`src/graph_unavoidable_splitting_points_macros.svh`:
```
// ----------------------------------------------------------------------------
// Assertion macros
// Concurrent assertion helpers shared by the graph solver RTL.
// ----------------------------------------------------------------------------
`ifndef GRAPH_UNAVOIDABLE_SPLITTING_POINTS_MACROS_SVH
`define GRAPH_UNAVOIDABLE_SPLITTING_POINTS_MACROS_SVH

`ifndef SYNTHESIS

`define GUS_ASSERT_IMPL(label, clk, rst_n, ante, cons) \
	label: assert property (@(posedge clk) disable iff (!rst_n) (ante) |-> (cons)) \
		else $error("gus assertion failed");

`define GUS_ASSERT_NEXT(label, clk, rst_n, ante, cons) \
	label: assert property (@(posedge clk) disable iff (!rst_n) (ante) |=> (cons)) \
		else $error("gus assertion failed");

`else

`define GUS_ASSERT_IMPL(label, clk, rst_n, ante, cons)

`define GUS_ASSERT_NEXT(label, clk, rst_n, ante, cons)

`endif

`endif

```
`src/gus_ram.sv`:
```
// ----------------------------------------------------------------------------
// gus_ram
// Generic single write port, single read port RAM with registered read data.
// ----------------------------------------------------------------------------
`default_nettype none

module gus_ram #(
	parameter int WIDTH = 8,
	parameter int DEPTH = 16
) (
	input  logic                     clk,
	input  logic                     we,
	input  logic [$clog2(DEPTH)-1:0] waddr,
	input  logic [WIDTH-1:0]         wdata,
	input  logic [$clog2(DEPTH)-1:0] raddr,
	output logic [WIDTH-1:0]         rdata
);

	logic [WIDTH-1:0] mem [DEPTH];

	always_ff @(posedge clk) begin
		if (we) begin
			mem[waddr] <= wdata;
		end
		rdata <= mem[raddr];
	end

endmodule

`default_nettype wire

```
`config.mk`:
```
export PLATFORM = sky130hd
export DESIGN_NAME = gus_ram
export DESIGN_NICKNAME = d
export VERILOG_FILES = /design/src/graph_unavoidable_splitting_points_macros.svh /design/src/gus_ram.sv
export SDC_FILE = /design/constraint.sdc
export NUM_CORES = 1
export LEC_CHECK = 0
export BUFFER_PORTS_ARGS = -buffer_cell sky130_fd_sc_hd__buf_2
export CAP_MARGIN = 30
export CORE_MARGIN = 2
export CORE_UTILIZATION = 30
export CTS_CLUSTER_DIAMETER = 40
export DETAILED_ROUTE_END_ITERATION = 16
export PLACE_DENSITY = 0.57
export SKIP_CTS_REPAIR_TIMING = 1
export SLEW_MARGIN = 20
export SYNTH_ARGS = -nofsm -noshare
export SYNTH_HDL_FRONTEND = slang
export SYNTH_SLANG_ARGS = --single-unit
```
`constraint.sdc`:
```
create_clock -name clk -period 1.55 [get_ports clk]
set_input_delay 0.155 -clock clk [delete_from_list [all_inputs] [get_ports clk]]
set_output_delay 0.155 -clock clk [all_outputs]
set_load 0.05 [all_outputs]
```
==> metrics.txt <==
# TYPE chip_impl_metric gauge
chip_impl_metric{name="timing.final.hold_violations",unit=""} 0
chip_impl_metric{name="floorplan.die.width",unit="microns"} 135.0
chip_impl_metric{name="pre_cts_ws",unit="ns"} -0.1023
chip_impl_metric{name="chipHeight",unit="microns"} 135.0
chip_impl_metric{name="via_count",unit=""} 2413
chip_impl_info{name="synth_area_leader",value="sky130_fd_sc_hd__edfxtp_1"} 1
chip_impl_metric{name="drv.max_cap_violation_count",unit=""} 0
chip_impl_info{name="hold_path_class",value="in -> reg"} 1
chip_impl_metric{name="grt_pass1_wl",unit="microns"} 15300
chip_impl_info{name="worstSetupPathType",value="reg -> reg"} 1
chip_impl_info{name="dominant_combinational_cell_family_by_area_after_synthesis",value="multiplexers"} 1
chip_impl_metric{name="track_usage",unit="%"} 11.82
chip_impl_metric{name="p_total",unit="mW"} 8.200
chip_impl_metric{name="cellLeakagePower",unit="nW"} 2.111
chip_impl_metric{name="remaining_drc_errors",unit=""} 0
chip_impl_metric{name="rrSetupSlack",unit="ns"} 0.15
chip_impl_metric{name="count_of_pins_on_the_block_boundary",unit=""} 26
chip_impl_info{name="critPathLaunchType",value="flop"} 1
chip_impl_metric{name="cp_data_arrival_time",unit="ns"} 1.68
chip_impl_info{name="reg2reg_from",value="mem[5][0]"} 1
chip_impl_metric{name="post-route-worst-setup-slack",unit="ns"} 0.1475
chip_impl_metric{name="globalRouteOverflowTotal",unit=""} 0
chip_impl_metric{name="ir_worst_vdd",unit="mV"} 0.7445
chip_impl_metric{name="postSynthRegisterBits",unit=""} 136
chip_impl_metric{name="num-fill-cells",unit=""} 1529
chip_impl_info{name="hold-path-endpoint",value="mem[1][2]"} 1
chip_impl_metric{name="p_per_cell_area",unit="mW/mm^2"} 1315
chip_impl_metric{name="cp_data_required_time",unit="ns"} 1.83
chip_impl_metric{name="route.detailed.wl_per_inst",unit="microns"} 18.83
chip_impl_metric{name="core",unit="sq mm"} 0.01670
chip_impl_metric{name="grt_pass1_vias",unit=""} 2530
chip_impl_metric{name="synthesis.area_per_instance",unit="sq um"} 22.48
chip_impl_metric{name="first_iter_violations",unit=""} 267
chip_impl_metric{name="setup_viol",unit=""} 0
chip_impl_metric{name="syn_to_final_growth",unit="%"} 21.12
chip_impl_metric{name="fin_nets",unit=""} 307
chip_impl_metric{name="grt_start_max_net_pins",unit=""} 19
chip_impl_info{name="startpoint",value="mem[5][0]"} 1
chip_impl_metric{name="cts_made_buffers",unit=""} 17
chip_impl_metric{name="yosys.area.top_type_share",unit="%"} 74.67
chip_impl_info{name="crit-reg2reg-capture",value="rdata[0]"} 1
chip_impl_metric{name="detailedRoute.firstPassIterationCount",unit=""} 4
chip_impl_metric{name="fmaxAchievable",unit="GHz"} 0.7130
chip_impl_info{name="clock-root-buffer",value="sky130_fd_sc_hd__clkbuf_16"} 1
chip_impl_metric{name="cts.sink_count",unit=""} 136
chip_impl_info{name="final_common_cell",value="sky130_fd_sc_hd__edfxtp_1"} 1
chip_impl_info{name="end_kind",value="flop"} 1
chip_impl_info{name="layout.cells.most_common_list",value="128 x sky130_fd_sc_hd__edfxtp_1, 25 x sky130_fd_sc_hd__buf_2, 23 x sky130_fd_sc_hd__buf_4, 18 x sky130_fd_sc_hd__mux4_2, 17 x sky130_fd_sc_hd__clkbuf_16"} 1
chip_impl_metric{name="final_gp_congestion",unit=""} 0.7107
chip_impl_metric{name="ctsLongestPathBuffers",unit=""} 2
chip_impl_metric{name="cell_area_synth",unit="sq mm"} 0.005147
chip_impl_metric{name="yosysUniqueCellTypes",unit=""} 19
chip_impl_metric{name="measured_slew_at_the_worst_slew_check_pin",unit="ns"} 0.7782
chip_impl_metric{name="clkSlewWorstSetupHoldPaths",unit="ns"} 0.05
chip_impl_metric{name="yosys.area_share.adder",unit="%"} 0
chip_impl_metric{name="synth.yosys.seq_area_share",unit="%"} 77.78
chip_impl_metric{name="die_footprint",unit="sq mm"} 0.01822
chip_impl_info{name="min-delay-start",value="wdata[2]"} 1
chip_impl_metric{name="detail-route-antenna-nets",unit=""} 0
chip_impl_metric{name="drv_slew",unit=""} 0
chip_impl_metric{name="compound_gate_portion_of_the_synthesized_area",unit="%"} 2.333
chip_impl_metric{name="synth.net_count",unit=""} 247
chip_impl_metric{name="layout-drive-gt1-share",unit="%"} 31.79
chip_impl_info{name="run_status",value="finished clean"} 1
chip_impl_metric{name="row_count",unit=""} 47
chip_impl_metric{name="fraction_of_the_mapped_netlist_area_in_simple_logic_gates",unit="%"} 3.184
chip_impl_info{name="synth_area_leaders",value="sky130_fd_sc_hd__edfxtp_1 75%, sky130_fd_sc_hd__mux4_2 7.9%, sky130_fd_sc_hd__mux4_1 7.1%, sky130_fd_sc_hd__dfxtp_1 3.1%, sky130_fd_sc_hd__a22oi_1 2.3%"} 1
chip_impl_metric{name="worstSkewPairLatency",unit="ns"} 0.41
chip_impl_metric{name="clock-skew-final",unit="ns"} 0.005339
chip_impl_metric{name="antenna_cells_inserted",unit=""} 0
chip_impl_info{name="cts_tree",value="yes"} 1
chip_impl_metric{name="post_synth_xor_area_fraction",unit="%"} 0
chip_impl_metric{name="muxShareOfSynthArea",unit="%"} 15.02
chip_impl_metric{name="timing.hold.worst_path_depth",unit=""} 1
chip_impl_metric{name="synthesis.instances",unit=""} 229
chip_impl_metric{name="initial_core_util",unit="%"} 30.82
chip_impl_metric{name="port_buffers",unit=""} 25
chip_impl_metric{name="final_min_period_over_clock_period",unit="%"} 90.48
chip_impl_metric{name="routed_wirelength",unit="microns"} 9827
chip_impl_metric{name="finalCriticalPeriod",unit="ns"} 1.403
chip_impl_metric{name="ys_warn_count",unit=""} 0
chip_impl_metric{name="place_hpwl",unit="microns"} 6573
chip_impl_metric{name="antenna_found_initial",unit=""} 0
chip_impl_metric{name="critical_path.max_fanout",unit=""} 1
chip_impl_info{name="grt_setup_unrepaired",value="no"} 1
chip_impl_metric{name="slew_headroom",unit="%"} 48.01
chip_impl_metric{name="ff2ff_path_depth",unit=""} 3
chip_impl_metric{name="vias_per_cell",unit=""} 4.623
chip_impl_metric{name="cts.htree.levels",unit=""} 4
[per-stage QoR]
| stage | TNS (ns) | area [sq um] | util, % | std cells | hold slack [ns] |
|---|---|---|---|---|---|
| floorplan | 0 | 5152 | - | 229 | 0.2539 |
| global placement | -0.3412 | 5699 | 34.13 | 490 | 0.5487 |
| detailed placement | -0.3932 | 5699 | 34.13 | 490 | 0.5578 |
| CTS | 0 | 6235 | 37.33 | 522 | 0.1215 |
| global route | 0 | 6235 | 37.33 | 522 | 0.1403 |
| finish | 0 | 6235 | 37.33 | 522 | 0.1374 |
[metal layers]
metal / up-vias / part of all wire (%) / GRT usage [%]
li1: 1093 / - / -
met1: 1251 / 47 / 16.40
met2: 60 / 47 / 17.74
met3: 9 / 4.9 / 3.341
met4: 0 / 1.0 / 4.514
met5: - / 0 / 0
[logic make-up (layout without fill, tap and decap cells)]
logic type             after synthesis  in the layout
DFF                                136            136
and+or+nand+nor                     35             35
muxes                               32             32
AOI/OAI and AO/OA                   16             16
buffers and inverters               10             83
[synth_stat cells]
library cell                      number
sky130_fd_sc_hd__nand2_1               9
sky130_fd_sc_hd__buf_6                 3
sky130_fd_sc_hd__nand3_1               1
sky130_fd_sc_hd__and2_1                1
sky130_fd_sc_hd__buf_4                 1
sky130_fd_sc_hd__nor2b_1               1
sky130_fd_sc_hd__edfxtp_1            128
sky130_fd_sc_hd__buf_2                 3
sky130_fd_sc_hd__a22oi_1              16
sky130_fd_sc_hd__mux4_2               18
sky130_fd_sc_hd__mux4_1               14
sky130_fd_sc_hd__or3b_2                1
sky130_fd_sc_hd__dfxtp_1               8
sky130_fd_sc_hd__nand3b_1              2
sky130_fd_sc_hd__nor3_1                4
sky130_fd_sc_hd__nand2b_1              2
sky130_fd_sc_hd__and2b_1               1
sky130_fd_sc_hd__nor2_1               13
sky130_fd_sc_hd__clkdlybuf4s25_2       3
[critical path, stage by stage, from the launching register on]
cell and delay [ns]:
sky130_fd_sc_hd__edfxtp_1 0.34, sky130_fd_sc_hd__mux4_1 0.55, sky130_fd_sc_hd__a22oi_1 0.24, sky130_fd_sc_hd__nand2_1 0.13
[worst max path at each step]
| stage | endpoint | slack, ns |
|---|---|---|
| 2_1_floorplan | mem[3][0] | 0.13 |
| 3_3_place_gp | rdata[0] | -0.08 |
| 3_5_place_dp | rdata[1] | -0.10 |
| 4_1_cts | rdata[1] | 0.15 |
| 5_1_grt | rdata[0] | 0.11 |
| 6_report | rdata[0] | 0.15 |
[sequential cells by signal, indices dropped and copies added, names as in the netlist]
name	flops
rdata	8
mem	128
[power breakdown]
group	total [mW]	internal, mW	switching [mW]
combinational	0.480	0.179	0.301
clock	3.58	2.24	1.34
sequential	4.14	4.11	0.0214
total	8.20	6.54	1.66
[cell type report]
type | instances | area, sq um | share of cell area [%]
Multi-Input combinational cell | 83 | 1062 | 17.04
Clock inverter | 4 | 18.77 | 0.3010
Timing Repair Buffer | 51 | 357.8 | 5.740
Sequential cell | 136 | 4004 | 64.22
Tap cell | 220 | 275.3 | 4.415
Clock buffer | 28 | 516.7 | 8.288
No activity file was read; power rests on OpenSTA's default activity.
